## config.mk

```make
export PLATFORM = sky130hd
export DESIGN_NAME = bracketed_message_deframer_flat
export DESIGN_NICKNAME = d
export VERILOG_FILES = /design/src/rtl/core/bmd_pkg.sv /design/src/rtl/core/bmd_ifs.sv /design/src/rtl/core/bmd_core.sv /design/src/rtl/core/bracketed_message_deframer.sv /design/src/flat_wrapper.sv
export SDC_FILE = /design/constraint.sdc
export NUM_CORES = 1
export LEC_CHECK = 0
export CAP_MARGIN = 0
export CORE_MARGIN = 5
export CORE_UTILIZATION = 30
export CTS_CLUSTER_DIAMETER = 120
export DETAILED_ROUTE_END_ITERATION = 6
export DONT_BUFFER_PORTS = 1
export PLACE_DENSITY_LB_ADDON = 0.05
export SYNTH_ARGS = -nofsm -noshare
export SYNTH_HDL_FRONTEND = slang
export SYNTH_SLANG_ARGS = --single-unit
```

## constraint.sdc

```tcl
create_clock -name clk -period 4.5 [get_ports clk]
set_input_delay 0.225 -clock clk [delete_from_list [all_inputs] [get_ports clk]]
set_output_delay 0.225 -clock clk [all_outputs]
set_load 0.01 [all_outputs]
```

## src/rtl/core/bmd_pkg.sv

```systemverilog
// Package for the bracketed message deframer.
// Holds widths, framing characters, default parameter values and the result type.
// Depends on nothing; every other file of the block imports it.
`default_nettype none

package bmd_pkg;

  localparam int BYTE_W = 8;
  localparam int PID_W  = 24;
  localparam int LEN_W  = 14;

  localparam int HEADER_BYTES_DEF  = 16;
  localparam int PID_CHARS_DEF     = 7;
  localparam int LENGTH_DIGITS_DEF = 4;

  localparam logic [BYTE_W-1:0] CH_OPEN  = 8'h5B;
  localparam logic [BYTE_W-1:0] CH_CLOSE = 8'h5D;
  localparam logic [BYTE_W-1:0] CH_COLON = 8'h3A;
  localparam logic [BYTE_W-1:0] CH_SLASH = 8'h2F;
  localparam logic [BYTE_W-1:0] CH_ZERO  = 8'h30;
  localparam logic [BYTE_W-1:0] CH_NINE  = 8'h39;
  localparam logic [BYTE_W-1:0] CH_NUL   = 8'h00;

  typedef struct packed {
    logic              valid;
    logic [PID_W-1:0]  sender_pid;
    logic [BYTE_W-1:0] payload_byte;
    logic              last;
  } bmd_result_t;

  function automatic logic is_digit(input logic [BYTE_W-1:0] b);
    return (b >= CH_ZERO) && (b <= CH_NINE);
  endfunction

endpackage

`default_nettype wire

```

## src/rtl/core/bmd_ifs.sv

```systemverilog
// Channel interfaces of the bracketed message deframer: byte input and result output.
// Each carries valid, ready and the payload; depends on bmd_pkg for widths.
`default_nettype none

interface bmd_in_if;
  import bmd_pkg::*;

  logic              valid;
  logic              ready;
  logic [BYTE_W-1:0] in_byte;

  modport source (output valid, output in_byte, input ready);
  modport sink   (input valid, input in_byte, output ready);
endinterface

interface bmd_out_if;
  import bmd_pkg::*;

  logic              valid;
  logic              ready;
  logic [PID_W-1:0]  sender_pid;
  logic [BYTE_W-1:0] payload_byte;
  logic              last;

  modport source (output valid, output sender_pid, output payload_byte, output last,
                  input ready);
  modport sink   (input valid, input sender_pid, input payload_byte, input last,
                  output ready);
endinterface

`default_nettype wire

```

## src/rtl/core/bmd_core.sv

```systemverilog
// Frame parsing state of the deframer: hunt, header field parse and payload counting.
// Produces at most one result per accepted byte; depends on bmd_pkg.
`default_nettype none

module bmd_core #(
  parameter int HEADER_BYTES  = bmd_pkg::HEADER_BYTES_DEF,
  parameter int PID_CHARS     = bmd_pkg::PID_CHARS_DEF,
  parameter int LENGTH_DIGITS = bmd_pkg::LENGTH_DIGITS_DEF
) (
  input  wire logic                        clk,
  input  wire logic                        rst_n,
  input  wire logic                        step,
  input  wire logic [bmd_pkg::BYTE_W-1:0]  data_in,
  output bmd_pkg::bmd_result_t             res
);
  import bmd_pkg::*;

  localparam int HCW = $clog2(HEADER_BYTES + 1);
  localparam int LDW = $clog2(LENGTH_DIGITS + 1);

  typedef enum logic [1:0] {PH_HUNT, PH_HEADER, PH_PAYLOAD} phase_t;
  typedef enum logic [1:0] {FP_PID, FP_LEN, FP_DONE} field_t;

  phase_t            phase_r, phase_nxt;
  field_t            field_r, field_nxt;
  logic [HCW-1:0]    hdr_cnt_r, hdr_cnt_nxt;
  logic [PID_W-1:0]  pid_r, pid_nxt;
  logic              pid_open_r, pid_open_nxt;
  logic [LEN_W-1:0]  len_r, len_nxt;
  logic [LDW-1:0]    len_dig_r, len_dig_nxt;
  logic [LEN_W-1:0]  pay_cnt_r, pay_cnt_nxt;
  logic [BYTE_W-1:0] held_r, held_nxt;
  logic              held_vld_r, held_vld_nxt;
  logic              stopped_r, stopped_nxt;

  logic              digit;
  logic [PID_W-1:0]  pid_x10;
  logic [LEN_W-1:0]  len_x10;
  logic              start_pay;

  assign digit   = is_digit(data_in);
  assign pid_x10 = {pid_r[PID_W-4:0], 3'b000} + {pid_r[PID_W-2:0], 1'b0}
                   + {{(PID_W-4){1'b0}}, data_in[3:0]};
  assign len_x10 = {len_r[LEN_W-4:0], 3'b000} + {len_r[LEN_W-2:0], 1'b0}
                   + {{(LEN_W-4){1'b0}}, data_in[3:0]};

  always_comb begin
    phase_nxt    = phase_r;
    field_nxt    = field_r;
    hdr_cnt_nxt  = hdr_cnt_r;
    pid_nxt      = pid_r;
    pid_open_nxt = pid_open_r;
    len_nxt      = len_r;
    len_dig_nxt  = len_dig_r;
    pay_cnt_nxt  = pay_cnt_r;
    held_nxt     = held_r;
    held_vld_nxt = held_vld_r;
    stopped_nxt  = stopped_r;
    start_pay    = 1'b0;
    res.valid        = 1'b0;
    res.sender_pid   = pid_r;
    res.payload_byte = held_r;
    res.last         = 1'b0;

    case (phase_r)
      PH_HEADER: begin
        if (int'(hdr_cnt_r) >= HEADER_BYTES) begin
          start_pay = 1'b1;
        end else begin
          hdr_cnt_nxt = hdr_cnt_r + 1'b1;
          case (field_r)
            FP_PID: begin
              if (data_in == CH_SLASH) begin
                field_nxt = FP_LEN;
              end else if (int'(hdr_cnt_r) <= PID_CHARS) begin
                if (pid_open_r && digit) begin
                  pid_nxt = pid_x10;
                end else begin
                  pid_open_nxt = 1'b0;
                end
              end
            end
            FP_LEN: begin
              if (digit && (int'(len_dig_r) < LENGTH_DIGITS)) begin
                len_nxt     = len_x10;
                len_dig_nxt = len_dig_r + 1'b1;
              end else begin
                field_nxt = FP_DONE;
              end
            end
            default: begin
            end
          endcase
          if (data_in == CH_COLON) begin
            start_pay = 1'b1;
          end
        end
      end
      PH_PAYLOAD: begin
        if ((pay_cnt_r < len_r) && (data_in != CH_CLOSE)) begin
          pay_cnt_nxt = pay_cnt_r + 1'b1;
          if (!stopped_r) begin
            res.valid    = held_vld_r;
            held_vld_nxt = 1'b0;
            if (data_in == CH_NUL) begin
              stopped_nxt = 1'b1;
              res.last    = 1'b1;
            end else begin
              held_nxt     = data_in;
              held_vld_nxt = 1'b1;
            end
          end
        end else begin
          res.valid    = held_vld_r;
          res.last     = 1'b1;
          held_vld_nxt = 1'b0;
          phase_nxt    = PH_HUNT;
        end
      end
      default: begin
        if (data_in == CH_OPEN) begin
          phase_nxt    = PH_HEADER;
          hdr_cnt_nxt  = HCW'(1);
          field_nxt    = FP_PID;
          pid_nxt      = '0;
          pid_open_nxt = 1'b1;
          len_nxt      = '0;
          len_dig_nxt  = '0;
        end
      end
    endcase

    if (start_pay) begin
      phase_nxt    = PH_PAYLOAD;
      pay_cnt_nxt  = '0;
      held_vld_nxt = 1'b0;
      held_nxt     = '0;
      stopped_nxt  = 1'b0;
    end

    res.valid = res.valid & step;
  end

  always_ff @(posedge clk) begin
    if (!rst_n) begin
      phase_r    <= PH_HUNT;
      field_r    <= FP_PID;
      hdr_cnt_r  <= '0;
      pid_r      <= '0;
      pid_open_r <= 1'b1;
      len_r      <= '0;
      len_dig_r  <= '0;
      pay_cnt_r  <= '0;
      held_r     <= '0;
      held_vld_r <= 1'b0;
      stopped_r  <= 1'b0;
    end else if (step) begin
      phase_r    <= phase_nxt;
      field_r    <= field_nxt;
      hdr_cnt_r  <= hdr_cnt_nxt;
      pid_r      <= pid_nxt;
      pid_open_r <= pid_open_nxt;
      len_r      <= len_nxt;
      len_dig_r  <= len_dig_nxt;
      pay_cnt_r  <= pay_cnt_nxt;
      held_r     <= held_nxt;
      held_vld_r <= held_vld_nxt;
      stopped_r  <= stopped_nxt;
    end
  end

endmodule

`default_nettype wire

```

## src/rtl/core/bracketed_message_deframer.sv

```systemverilog
// Top level of the bracketed message deframer: parser core and output register.
// Depends on bmd_pkg, the channel interfaces in bmd_ifs and bmd_core.
//
// The block takes one raw byte per input transaction on in_ch and deframes
// messages of the form [pid/len:payload]. Each payload byte before the first
// NUL leaves on out_ch together with the decimal pid of its frame; the final
// byte of a frame carries last. One payload byte is held back inside the
// parser, so a byte appears on out_ch only once the following byte (or the
// end of the frame) has been accepted.
// A byte is accepted in every cycle while the output register is empty or
// being emptied, so the sustained rate is one byte per cycle. A result is
// presented in the cycle after the input transaction that releases it.
// When the receiver stalls with a result waiting, in_ch.ready falls and the
// byte stream is held off; nothing is dropped.
// Reset (rst_n low at a clock edge) returns the parser to hunting for an
// open bracket and empties the output register.
`default_nettype none

module bracketed_message_deframer #(
  parameter int HEADER_BYTES  = bmd_pkg::HEADER_BYTES_DEF,
  parameter int PID_CHARS     = bmd_pkg::PID_CHARS_DEF,
  parameter int LENGTH_DIGITS = bmd_pkg::LENGTH_DIGITS_DEF
) (
  input  wire logic  clk,
  input  wire logic  rst_n,
  bmd_in_if.sink     in_ch,
  bmd_out_if.source  out_ch
);
  import bmd_pkg::*;

  bmd_result_t       res;
  logic              in_fire;
  logic              out_vld_r;
  logic [PID_W-1:0]  out_pid_r;
  logic [BYTE_W-1:0] out_byte_r;
  logic              out_last_r;

  assign in_ch.ready = !out_vld_r || out_ch.ready;
  assign in_fire     = in_ch.valid && in_ch.ready;

  bmd_core #(
    .HEADER_BYTES  (HEADER_BYTES),
    .PID_CHARS     (PID_CHARS),
    .LENGTH_DIGITS (LENGTH_DIGITS)
  ) u_core (
    .clk     (clk),
    .rst_n   (rst_n),
    .step    (in_fire),
    .data_in (in_ch.in_byte),
    .res     (res)
  );

  always_ff @(posedge clk) begin
    if (!rst_n) begin
      out_vld_r <= 1'b0;
    end else if (res.valid) begin
      out_vld_r <= 1'b1;
    end else if (out_ch.ready) begin
      out_vld_r <= 1'b0;
    end
  end

  always_ff @(posedge clk) begin
    if (res.valid) begin
      out_pid_r  <= res.sender_pid;
      out_byte_r <= res.payload_byte;
      out_last_r <= res.last;
    end
  end

  assign out_ch.valid        = out_vld_r;
  assign out_ch.sender_pid   = out_pid_r;
  assign out_ch.payload_byte = out_byte_r;
  assign out_ch.last         = out_last_r;

endmodule

`default_nettype wire

```

## src/flat_wrapper.sv

```systemverilog
// flat-port wrapper written by rule: the top's interface ports become plain ports
module bracketed_message_deframer_flat import bmd_pkg::*;
#(
  parameter int HEADER_BYTES  = bmd_pkg::HEADER_BYTES_DEF,
  parameter int PID_CHARS     = bmd_pkg::PID_CHARS_DEF,
  parameter int LENGTH_DIGITS = bmd_pkg::LENGTH_DIGITS_DEF
)
  (clk, rst_n, in_ch_valid, in_ch_in_byte, in_ch_ready, out_ch_valid, out_ch_sender_pid, out_ch_payload_byte, out_ch_last, out_ch_ready);
  bmd_in_if in_ch_i ();
  bmd_out_if out_ch_i ();
  input  wire logic clk;
  input  wire logic rst_n;
  input wire logic [$bits(in_ch_i.valid)-1:0] in_ch_valid;
  input wire logic [$bits(in_ch_i.in_byte)-1:0] in_ch_in_byte;
  output wire logic [$bits(in_ch_i.ready)-1:0] in_ch_ready;
  output wire logic [$bits(out_ch_i.valid)-1:0] out_ch_valid;
  output wire logic [$bits(out_ch_i.sender_pid)-1:0] out_ch_sender_pid;
  output wire logic [$bits(out_ch_i.payload_byte)-1:0] out_ch_payload_byte;
  output wire logic [$bits(out_ch_i.last)-1:0] out_ch_last;
  input wire logic [$bits(out_ch_i.ready)-1:0] out_ch_ready;
  assign in_ch_i.valid = in_ch_valid;
  assign in_ch_i.in_byte = in_ch_in_byte;
  assign in_ch_ready = in_ch_i.ready;
  assign out_ch_valid = out_ch_i.valid;
  assign out_ch_sender_pid = out_ch_i.sender_pid;
  assign out_ch_payload_byte = out_ch_i.payload_byte;
  assign out_ch_last = out_ch_i.last;
  assign out_ch_i.ready = out_ch_ready;
  bracketed_message_deframer #(.HEADER_BYTES(HEADER_BYTES), .PID_CHARS(PID_CHARS), .LENGTH_DIGITS(LENGTH_DIGITS)) u_core (.clk(clk), .rst_n(rst_n), .in_ch(in_ch_i), .out_ch(out_ch_i));
endmodule
```

# Yosys cells after proc, flatten, opt, wreduce, memory -nomap -nowiden
# Cells that the tools add are included.
# Widths: inputs -> output; s select.
# word_totals
regBits	109
inputBits	12
output_inout_bits	35
# classes
add_sub_neg	7
n_lt_le_gt_ge	6
n_eq_ne	23
muxes	65
bitwise_logic	2
n_reduce_logical	23
# op_table
cell	n
$mux 24	6
$mux 14	7
$pmux 24 s2	1
$mux 8	5
$pmux 14 s2	1
$mux 1	26
$add 24x24->24	1
$add 24x4->24	1
$eq 8x6->1 const B	2
$ne 2x2->1 const B	8
$reduce_and 8->1	2
$add 14x1->14 const B	1
$add 14x14->14	1
$add 14x4->14	1
$lt 14x14->1	1
$mux 2	7
$mux 3	4
$ne 3x3->1 const B	4
$pmux 2 s2	3
$mux 5	2
$pmux 5 s2	1
$eq 8x7->1 const B	1
$ge 8x6->1 const B	1
$le 8x6->1 const B	1
26 further kinds	38

# Depth between registers and ports, before layout
# Gate-level depths: netlist of run 1.
# depth
depth_word	9
depth_mapped	11
mapped_depth_nobuf	11

# By module
# Synthesis of run 1 repeated with hierarchy kept, for this count alone.
# unflattened
cells_unflattened	707
hier_area_um2	6601.3
# by_module_without_submodules
module	n_inst	cells_each	area_each_um2
bmd_core	1	669	5552.8
bracketed_message_deframer	1	38	1048.5

# Least setup slack after synthesis of run 1
# OpenSTA, ideal clock, no wires.
# synth_path
kind	register to register
startpoint	register u_core.u_core.len_r[9]
endpoint	register u_core.out_last_r, in the netlist u_core.out_ch.last (enable)
setup_ps	436
arrival_time_ps	3027
t_required_ps	4064
path_slack_ps	1037
path_stages_with_launch	9
path_buffers	0
synth_period_minus_slack_ps	3463
path_cell_list	dfxtp_1 inv_1 ha_1 nand4_1 nor2_1 a21oi_1 a21oi_1 nor2_1 a21oi_1
# synth_lines
item	line_no	text
start: declaration	bmd_core.sv:29	logic [LEN_W-1:0] len_r, len_nxt;
start signal: assignment	bmd_core.sv:163	len_r <= len_nxt;
end signal: assignment	bracketed_message_deframer.sv:67	out_last_r <= res.last;
end: declaration	bracketed_message_deframer.sv:36	logic out_last_r;

# Final worst setup path of run 1
# layout_path
startpoint	register u_core.u_core.pid_r[0]
endpoint	register u_core.u_core.pid_r[20]
# layout_via
elab_chain_len	8
# layout_rtl
item	line_no	text
start: declaration	bmd_core.sv:27	logic [PID_W-1:0] pid_r, pid_nxt;
start signal: assignment	bmd_core.sv:161	pid_r <= pid_nxt;
$add 24x24->24	bmd_core.sv:42	assign pid_x10 = {pid_r[PID_W-4:0], 3'b000} + {pid_r[PID_W-2:0], 1'b0}
$add 24x4->24	bmd_core.sv:43	+ {{(PID_W-4){1'b0}}, data_in[3:0]};
$mux 24	bmd_core.sv:76	if (pid_open_r && digit) begin
$mux 24	bmd_core.sv:75	end else if (int'(hdr_cnt_r) <= PID_CHARS) begin
$mux 24	bmd_core.sv:73	if (data_in == CH_SLASH) begin
$mux 24	bmd_core.sv:71	case (field_r)
$mux 24	bmd_core.sv:67	if (int'(hdr_cnt_r) >= HEADER_BYTES) begin
$pmux 24 s2	bmd_core.sv:65	case (phase_r)
# No other way between the ends. The select of a mux whose other input is x is not followed.
# A chain may end at the register's enable or synchronous reset.

==> results of run 1 <==
[state kept, by name, indices dropped and copies added, names as in the netlist, 2 cells and up]
| signal | count |
|---|---|
| u_core.out_ch.sender_pid | 24 |
| u_core.u_core.pid_r | 24 |
| u_core.u_core.len_r | 14 |
| u_core.u_core.pay_cnt_r | 14 |
| u_core.out_ch.payload_byte | 8 |
| u_core.u_core.held_r | 8 |
| u_core.u_core.hdr_cnt_r | 5 |
| u_core.u_core.len_dig_r | 3 |
| u_core.u_core.field_r | 2 |
| u_core.u_core.phase_r | 2 |
[layout by cell type (no fill, tap or decap), types with 5 or more instances in the layout]
master / netlist / layout
a211oi_1: 5 / 5
a21boi_0: 6 / 6
a21o_1: 10 / 10
a21oi_1: 39 / 38
a22oi_1: 23 / 23
a31oi_1: 6 / 6
and2_1: 5 / 5
and3_1: 12 / 12
buf_4: 1 / 5
clkbuf_16: 0 / 9
dfxtp_1: 76 / 76
edfxtp_1: 33 / 33
ha_1: 80 / 80
inv_1: 27 / 27
mux2i_1: 9 / 9
nand2_1: 46 / 46
nand3_1: 23 / 23
nand4_1: 11 / 11
nor2_1: 52 / 52
nor2b_1: 7 / 7
nor3_1: 14 / 14
o211ai_1: 5 / 5
o21a_1: 5 / 5
o21ai_0: 16 / 16
o22ai_1: 7 / 7
o2bb2ai_1: 12 / 12
or3_1: 6 / 6
xnor2_1: 23 / 23
xor2_1: 14 / 14
[cells by family (layout without fill, tap and decap cells)]
group,count (synthesis),count (layout),synth area share
xor+xnor,37,37,0.0505
mux,10,10,0.0158
compound gates,172,172,0.186
flops,109,109,0.391
buf+inv,48,51,0.0339
simple gates,197,197,0.154
fa+ha+maj,84,84,0.168
[layout make-up]
cell class,instances,area (sq um)
timing repair buffer,8,67.6
sequential,109,2510
clock buffer,10,239
fill,2161,14000
inverter,27,101
tap,275,344
multi-input combinational,500,3700
clock inverter,6,61.3
[power by group]
part / internal, W / total, W / switching, W
registers: 0.00100 / 0.00100 / 0.000000158
clock network: 0.000406 / 0.000812 / 0.000406
logic: 0.0000115 / 0.0000331 / 0.0000216
[layer usage]
metal / vias up / wire [um]
met1: 2342 / 6960
met4: 0 / 463
met2: 92 / 8520
met5: - / 0
li1: 2434 / -
met3: 28 / 591
[metrics by stage]
stage	power [W]	setup WS (ns)	cell area [sq um]	hold slack [ns]	cells
final	0.00185	1.60	7030	0.0274	935
after global routing	0.00193	1.41	7030	0.0131	935
after CTS	0.00189	1.56	7030	0.00591	935
after detailed placement	0.00106	1.58	6700	0.355	916
after global placement	0.00106	1.62	6700	0.352	916
after floorplan	0.00105	1.04	6420	0.368	657
[critical path: cells and delay by family, from the launching register on]
kind | cells | cell delay [ns]
buf+inv | 2 | 0.13
fa+ha+maj | 2 | 0.97
compound gates | 6 | 1.10
flops | 1 | 0.38
xor+xnor | 1 | 0.17
[worst max-delay path by stage]
stage                                                 to  slack (ns)  cells after the start
global placement    u_core.u_core.pid_r[16]$_SDFFE_PN0P_        1.62                     11
floorplan               u_core.out_ch.last$_SDFFCE_PP0P_        1.04                      8
detailed placement  u_core.u_core.pid_r[20]$_SDFFE_PN0P_        1.58                     11
CTS                 u_core.u_core.pid_r[20]$_SDFFE_PN0P_        1.56                     11
finish              u_core.u_core.pid_r[20]$_SDFFE_PN0P_        1.60                     11
global route        u_core.u_core.pid_r[17]$_SDFFE_PN0P_        1.41                     11
==> impl_metrics.csv, run 1 <==
group,metric,value,unit
outcome,outcome,"finished clean",
clock_tree,tritoncts,"built",
timing,slew_headroom,0.424,
layout,fin_util,0.334,
worst_setup_path,worstPathArrival,3.13,ns
power_and_ir_drop,p_leak,2.85,nW
worst_setup_path,r2r-end,"u_core.u_core.pid_r[20]$_SDFFE_PN0P_",
power_and_ir_drop,irDropWorstVdd,0.153,mV
synth,syn_inst,657,
clock_tree,postCtsSetupRepairBufs,0,
worst_setup_path,cp_slowest_cell,"fa_1",
synth,synth-seq-cells,109,
synth,yosys.cell_types.count,69,
clock_tree,cts_made_buffers,9,
worst_setup_path,worst-setup-path-type,"reg -> reg",
timing,setup_viol,0,
routing,wl_per_cell,17.7,um
floorplan,io_pins,47,
synth,syn_area,6420,sq um
floorplan,fp.dieW,156,um
synth,synth_top_cell_area_share,0.237,
hold_path,min_to,"u_core.u_core.held_r[6]$_SDFFE_PN0P_",
place,port_buffers,0,
timing,timing.final.crit_period,2.90,ns
global_routing,globalRouteTotalUtil,0.139,
place,gp_congestion,0.818,
place,hpwl,12200,um
worst_setup_path,crit_start,"u_core.u_core.pid_r[0]$_SDFFE_PN0P_",
routing,viasPerCell,5.24,
worst_setup_path,r2r_cells,11,
worst_setup_path,cp.required,4.73,ns
global_routing,antenna_found_initial,0,
synth,yosysWarnings,0,
synth,synthTopCellsByCount,"80 x ha_1, 76 x dfxtp_1, 52 x nor2_1",
clock_tree,ctsLongestPathBuffers,2,
synth,synthTopCellsByArea,"dfxtp_1 24%, ha_1 16%, edfxtp_1 15%",
global_routing,busiest_layer,"met2",
worst_setup_path,cp-end-kind,"flip-flop",
timing,fin_worst_skew,0.00856,ns
floorplan,die_h,156,um
clock_tree,clockRootBuffer,"clkbuf_16",
clock_tree,h-tree-depth,3,
worst_setup_path,r2r-start,"u_core.u_core.pid_r[0]$_SDFFE_PN0P_",
synth,syn_nets,753,
floorplan,dieArea,24400,sq um
hold_path,hp-start,"in_ch_in_byte[6]",
worst_setup_path,reg2reg_setup_slack,1.60,ns
timing,max_freq,345,MHz
layout,drive_gt1_frac,0.0576,
floorplan,coreArea,21000,sq um
synth,synth.most_common_cell,"ha_1",
routing,post-route-drc-count,0,
clock_tree,cts_resized,0,
routing,vias,4896,
layout,area_growth_syn_to_layout,9.45,%
layout,fin_nets,751,
worst_setup_path,max_stage_delay,0.49,ns
worst_setup_path,crit_chain,"inv_1, fa_1, inv_1, fa_1, a211oi_1, o21bai_1, a21oi_1, o31a_1, o311ai_0, xnor2_1, o2bb2ai_1",
floorplan,core.rowCount,53,
timing,rsz0062_at_grt,"no",
synth,synth_edf_count,33,
worst_setup_path,cp-start-kind,"flip-flop",
global_routing,grtUsageMet3,0.0210,
hold_path,hold_depth,2,
synth,seq_area_frac_synth,0.391,
flow_run,cap_violations,0,
timing,finalSetupTns,0,ns
global_routing,grt_pass1_vias,5105,
synth,async_flop_share,0,
routing,drt-total-wl,16500,um
clock_tree,clk_latency,0.35,ns
synth,synth_flop_cell,"dfxtp_1",
synth,synth_area_leader_cell,"dfxtp_1",
global_routing,grt_overflow_total,0,
global_routing,grtUsageMet2,0.255,
global_routing,globalRouteMet1Util,0.160,
power_and_ir_drop,power_density,263,nW/um^2
layout,n_antenna_cell,0,
timing,fin_crit_sh,0.644,
global_routing,grt_pass1_wl,27100,um
clock_tree,clk_pin_slew_worst_paths,0.08,ns
clock_tree,cts_sinks,109,
timing,slew_viol_final,0,
timing,tightest_slew,0.864,ns
floorplan,start_util,0.305,
global_routing,grt_max_degree,44,
synth,syn_area_per_cell,9.77,sq um
routing,first_pass_iters,6,
clock_tree,cts_hold_buf,3,
worst_setup_path,path_max_fanout,4,
hold_path,hold_class,"in -> reg",
routing,drt_iter0_drc,191,
timing,hold_viol_final,0,
routing,ant_nets,0,
(Power assumes the default switching activity.)
==> inputs of run 2 (changes only) <==
- clock period: 4.5 -> 2.5 ns (I/O delays scaled with it)
==> run 2 against run 1 <==
The flow now finishes with violations (setup timing); sequential cell count stayed put; maximum frequency increased by 13%; non-clock buffer count grew 73; clock power grew 88%; global-route usage is 0.63 points higher; critical path type unchanged; largest cell class unchanged.
==> impl_metrics.csv, run 2 (synthesis gave the netlist of run 1 again) <==
group,metric,value,unit
outcome,outcome,"finished with violations",
outcome,violations,"setup timing",
worst_setup_path,cp_slowest_cell,"fa_1",
place,gp_congestion,0.788,
worst_setup_path,crit_chain,"inv_2, fa_1, inv_2, fa_2, a211oi_2, o21bai_2, a21bo_2, a21o_1, a21oi_2, xor2_1, o2bb2ai_1",
timing,finalSetupTns,-0.141,ns
worst_setup_path,max_stage_delay,0.51,ns
clock_tree,ctsLongestPathBuffers,2,
timing,hold_viol_final,0,
floorplan,io_pins,47,
worst_setup_path,cp-end-kind,"flip-flop",
timing,slew_headroom,0.334,
power_and_ir_drop,p_leak,3.37,nW
layout,fillers,2138,
routing,post-route-drc-count,0,
routing,ant_nets,0,
timing,fin_worst_skew,0.0155,ns
layout,fin_nets,824,
global_routing,grt_overflow_total,0,
floorplan,dieArea,24400,sq um
clock_tree,clk_latency,0.36,ns
layout,final_cell_mix,"77 x ha_1, 71 x buf_4, 71 x dfxtp_1",
floorplan,core.rowCount,53,
power_and_ir_drop,irDropWorstVdd,0.271,mV
layout,ff_latch_area,2520,sq um
hold_path,min_to,"u_core.u_core.len_r[1]$_SDFFE_PN0P_",
worst_setup_path,cp.required,2.75,ns
hold_path,hold_class,"in -> reg",
clock_tree,h-tree-depth,3,
floorplan,coreArea,21000,sq um
layout,area_growth_syn_to_layout,21.6,%
worst_setup_path,reg2reg_setup_slack,-0.07,ns
timing,setup_viol,5,
flow_run,cap_violations,0,
worst_setup_path,r2r-start,"u_core.u_core.pid_r[0]$_SDFFE_PN0P_",
clock_tree,cts_made_buffers,9,
place,dpl_worst_slack,-0.192,ns
clock_tree,tritoncts,"built",
place,hpwl,12600,um
layout,multi_input_area,3880,sq um
timing,rsz0062_at_grt,"yes",
clock_tree,clockRootBuffer,"clkbuf_16",
timing,slew_viol_final,0,
global_routing,grt_max_degree,35,
worst_setup_path,r2r_cells,11,
worst_setup_path,worst_path_most_repeated_cell,"inv_2",
routing,drt-total-wl,17600,um
routing,drt_iter0_drc,214,
timing,layout_setup_ws,-0.0674,ns
clock_tree,cts_sinks,109,
routing,first_pass_iters,4,
clock_tree,clk_pin_slew_worst_paths,0.09,ns
worst_setup_path,path_max_fanout,3,
worst_setup_path,worstPathArrival,2.82,ns
worst_setup_path,worst-setup-path-type,"reg -> reg",
layout,fin_util,0.372,
routing,vias,5224,
global_routing,antenna_found_initial,0,
global_routing,grt_pass1_vias,5449,
power_and_ir_drop,power_density,438,nW/um^2
global_routing,globalRouteTotalUtil,0.145,
timing,max_freq,390,MHz
layout,n_antenna_cell,0,
worst_setup_path,cp-start-kind,"flip-flop",
layout,final_common_cell,"ha_1",
hold_path,hold_depth,3,
global_routing,grt_pass1_wl,28300,um
routing,wl_per_cell,17.5,um
layout,drive_gt1_frac,0.198,
hold_path,hp-start,"in_ch_in_byte[1]",
place,port_buffers,0,
floorplan,die_h,156,um
timing,fin_crit_sh,1.03,
floorplan,fp.dieW,156,um
worst_setup_path,r2r-end,"u_core.u_core.pid_r[18]$_SDFFE_PN0P_",
floorplan,start_util,0.305,
timing,timing.final.crit_period,2.57,ns
timing,tightest_slew,0.995,ns
routing,viasPerCell,5.18,
==> run 2: cell types whose count changed in the layout (fill, tap and decap cells not counted), sizes merged <==
cell         before  now
buf               5   73
dlygate4sd3       3    8
clkbuf           10    9
clkinv            2    3
clkinvlp          1    0
inv              30   31
==> run 2: area by class of cell <==
cell class / instances / area share
Clock inverter: 7 / 0.0120
Clock buffer: 9 / 0.0288
Timing Repair Buffer: 81 / 0.0825
Sequential cell: 109 / 0.322
Inverter: 27 / 0.0130
Tap cell: 275 / 0.0440
Multi-Input combinational cell: 500 / 0.497
==> run 2: report_power, final <==
part           internal, W  switching [W]
registers          0.00181    0.000000278
logic            0.0000300      0.0000519
clock network     0.000732       0.000800
total              0.00257       0.000852
==> run 2: stage by stage <==
stage | hold WS, ns | cells | area (sq um) | total power, W
global route | 0.0474 | 1008 | 7810 | 0.00357
floorplan | 0.268 | 657 | 6450 | 0.00190
finish | 0.0288 | 1008 | 7810 | 0.00342
global placement | 0.254 | 975 | 7170 | 0.00191
detailed placement | 0.260 | 975 | 7170 | 0.00191
CTS | 0.0248 | 1002 | 7650 | 0.00349
==> run 2: critical path, delay by kind of cell, from the launching register on <==
family,cells,cell delay [ns]
DFF,1,0.34
buffers and inverters,2,0.10
adders and majority gates,2,0.87
xor gates and xnor gates,1,0.17
AOI/OAI and AO/OA,6,0.99
==> run 2: worst max-delay path by stage <==
stage,from,to,cells past startpoint
after floorplan,u_core.u_core.pid_r[0]$_SDFFE_PN0P_,u_core.u_core.pid_r[17]$_SDFFE_PN0P_,11
after global placement,u_core.u_core.pid_r[0]$_SDFFE_PN0P_,u_core.u_core.pid_r[23]$_SDFFE_PN0P_,11
after detailed placement,u_core.u_core.pid_r[0]$_SDFFE_PN0P_,u_core.u_core.pid_r[23]$_SDFFE_PN0P_,11
after CTS,u_core.u_core.pid_r[0]$_SDFFE_PN0P_,u_core.u_core.pid_r[18]$_SDFFE_PN0P_,11
after global routing,u_core.u_core.pid_r[0]$_SDFFE_PN0P_,u_core.u_core.pid_r[18]$_SDFFE_PN0P_,11
final,u_core.u_core.pid_r[0]$_SDFFE_PN0P_,u_core.u_core.pid_r[18]$_SDFFE_PN0P_,11
==> run 2: repair_timing <==
action                                  in CTS  in global routing
hold buffers                                 8                  0
resized for setup                           17                 23
setup buffers                                3                  6
endpoints found under the setup margin      13                 66
pin swaps                                   22                 26
hold endpoints to repair                    16                  0
==> run 2: per-layer routing <==
metal,track usage,up-vias,share of wire
met5,0,-,0
met4,0.0545,0,0.022
met1,0.175,2521,0.44
met2,0.261,84,0.51
met3,0.0216,23,0.028
li1,-,2596,-
==> inputs of run 3 (changes only) <==
- CORE_UTILIZATION: 30 -> 50
==> run 3 against run 2 <==
The flow still finishes with violations (setup timing); critical path depth stayed put; worst setup slack worse by 0.0011 ns; count of clock-buffer cells in the layout stayed put; maximum frequency hardly changed; clock power is 4% higher; register-to-register slack hardly changed; global-route usage is 6.3 points higher; clock skew is 0.0037 ns lower; first-iteration DRC count is 36% higher; highest routed layer unchanged.
==> impl_metrics.csv, run 3 (synthesis gave the netlist of run 1 again) <==
group,metric,value,unit
outcome,outcome,"finished with violations",
outcome,violations,"setup timing",
timing,tightest_slew,0.875,ns
layout,final_cell_mix,"75 x ha_1, 74 x dfxtp_1, 60 x buf_4",
timing,hold_viol_final,0,
floorplan,io_pins,47,
clock_tree,clk_pin_slew_worst_paths,0.08,ns
worst_setup_path,cp-start-kind,"flip-flop",
floorplan,fp.dieW,123,um
routing,drt-total-wl,15800,um
timing,fin_crit_sh,1.03,
power_and_ir_drop,p_leak,3.33,nW
place,port_buffers,0,
timing,slew_headroom,0.414,
timing,layout_setup_ws,-0.0685,ns
clock_tree,cts_sinks,109,
routing,vias,5215,
clock_tree,tritoncts,"built",
timing,slew_viol_final,0,
layout,fin_cells,896,
worst_setup_path,worstPathArrival,2.81,ns
layout,n_antenna_cell,0,
floorplan,coreArea,12600,sq um
clock_tree,clockRootBuffer,"clkbuf_16",
worst_setup_path,worst-setup-path-type,"reg -> reg",
power_and_ir_drop,irDropWorstVdd,0.256,mV
timing,rsz0062_at_grt,"yes",
floorplan,dieArea,15200,sq um
worst_setup_path,path_max_fanout,3,
clock_tree,cts_made_buffers,9,
clock_tree,clk_latency,0.36,ns
routing,first_pass_iters,5,
routing,drt_iter0_drc,292,
layout,fin_util,0.610,
place,dp.cells,862,
global_routing,grt_max_degree,35,
layout,area_growth_syn_to_layout,19.9,%
global_routing,grt_pass1_vias,5128,
layout,fin_nets,815,
floorplan,die_h,123,um
clock_tree,ctsLongestPathBuffers,2,
global_routing,antenna_found_initial,0,
routing,wl_per_cell,17.6,um
global_routing,grt_overflow_total,0,
layout,drive_gt1_frac,0.185,
place,hpwl,11000,um
timing,setup_viol,7,
timing,timing.final.crit_period,2.57,ns
worst_setup_path,cp.required,2.75,ns
power_and_ir_drop,power_density,452,nW/um^2
timing,finalSetupTns,-0.177,ns
global_routing,globalRouteTotalUtil,0.209,
floorplan,start_util,0.509,
floorplan,core.rowCount,41,
worst_setup_path,cp-end-kind,"flip-flop",
global_routing,grt_pass1_wl,25000,um
routing,ant_nets,0,
place,dpl_worst_slack,-0.151,ns
layout,final_common_cell,"ha_1",
timing,max_freq,389,MHz
timing,fin_worst_skew,0.0119,ns
clock_tree,h-tree-depth,3,
routing,post-route-drc-count,0,
power_and_ir_drop,finalPower,0.00348,W
flow_run,cap_violations,0,
hold_path,hold_class,"in -> reg",
place,gp_congestion,0.972,
routing,viasPerCell,5.82,
==> run 3: cell types whose count changed in the layout (fill, tap and decap cells not counted), sizes merged <==
cell,before,now
clkinv,3,2
bufinv,0,2
inv,31,28
buf,73,63
clkinvlp,0,2
clkdlybuf4s15,0,1
==> run 3: report_power, final <==
group          switching (W)  internal, W   total, W
combinational      0.0000507    0.0000312  0.0000819
sequential       0.000000266      0.00181    0.00181
clock               0.000697     0.000892    0.00159
==> run 3: what timing repair did <==
action                                  CTS  global route
endpoints found under the setup margin   15            54
setup buffers                             5             4
hold buffers                              8             0
pin swaps                                23            20
cloned                                    0             1
endpoints found under the hold margin    16             0
resized for setup                        16            31
==> run 3: stage by stage <==
stage               hold WS [ns]  instance area [sq um]
floorplan                  0.268                   6450
finish                    0.0347                   7700
global route              0.0636                   7700
global placement           0.250                   6980
CTS                       0.0403                   7500
detailed placement         0.254                   6980
==> run 3: final timing paths <==
check / end / slack, ns / depth (start not counted) / start
setup reg to reg: u_core.u_core.pid_r[18]$_SDFFE_PN0P_ / -0.07 / 11 / u_core.u_core.pid_r[0]$_SDFFE_PN0P_
hold / removal: u_core.u_core.len_r[1]$_SDFFE_PN0P_ / 0.03 / 3 / in_ch_in_byte[1]
hold reg to reg: u_core.out_ch.payload_byte[2]$_DFFE_PP_ / 0.43 / 0 / u_core.u_core.held_r[2]$_SDFFE_PN0P_
setup / recovery: u_core.u_core.pid_r[18]$_SDFFE_PN0P_ / -0.07 / 11 / u_core.u_core.pid_r[0]$_SDFFE_PN0P_
==> run 3: worst max-delay path: stages, from the launching register on <==
cell and delay [ns]:
dfxtp_2 0.34, inv_2 0.04, fa_1 0.51, inv_2 0.06, fa_2 0.35, a211oi_2 0.21
o21bai_2 0.11, a21bo_2 0.23, a21o_1 0.21, a21oi_2 0.16, xor2_1 0.16, o2bb2ai_1 0.09
==> run 3: area by class of cell <==
class / count / area [sq um]
fill: 1100 / 4920
timing repair buffer: 72 / 593
sequential: 109 / 2510
tap: 172 / 215
clock buffer: 9 / 225
multi-input combinational: 500 / 3940
inverter: 27 / 101
clock inverter: 7 / 109
==> run 3: layer usage <==
layer | up-vias | wire (um) | global-route usage
met5 | - | 0 | 0
met4 | 0 | 387 | 0.0920
met3 | 29 | 529 | 0.0302
met2 | 128 | 8100 | 0.379
met1 | 2488 | 6770 | 0.243
li1 | 2570 | - | -
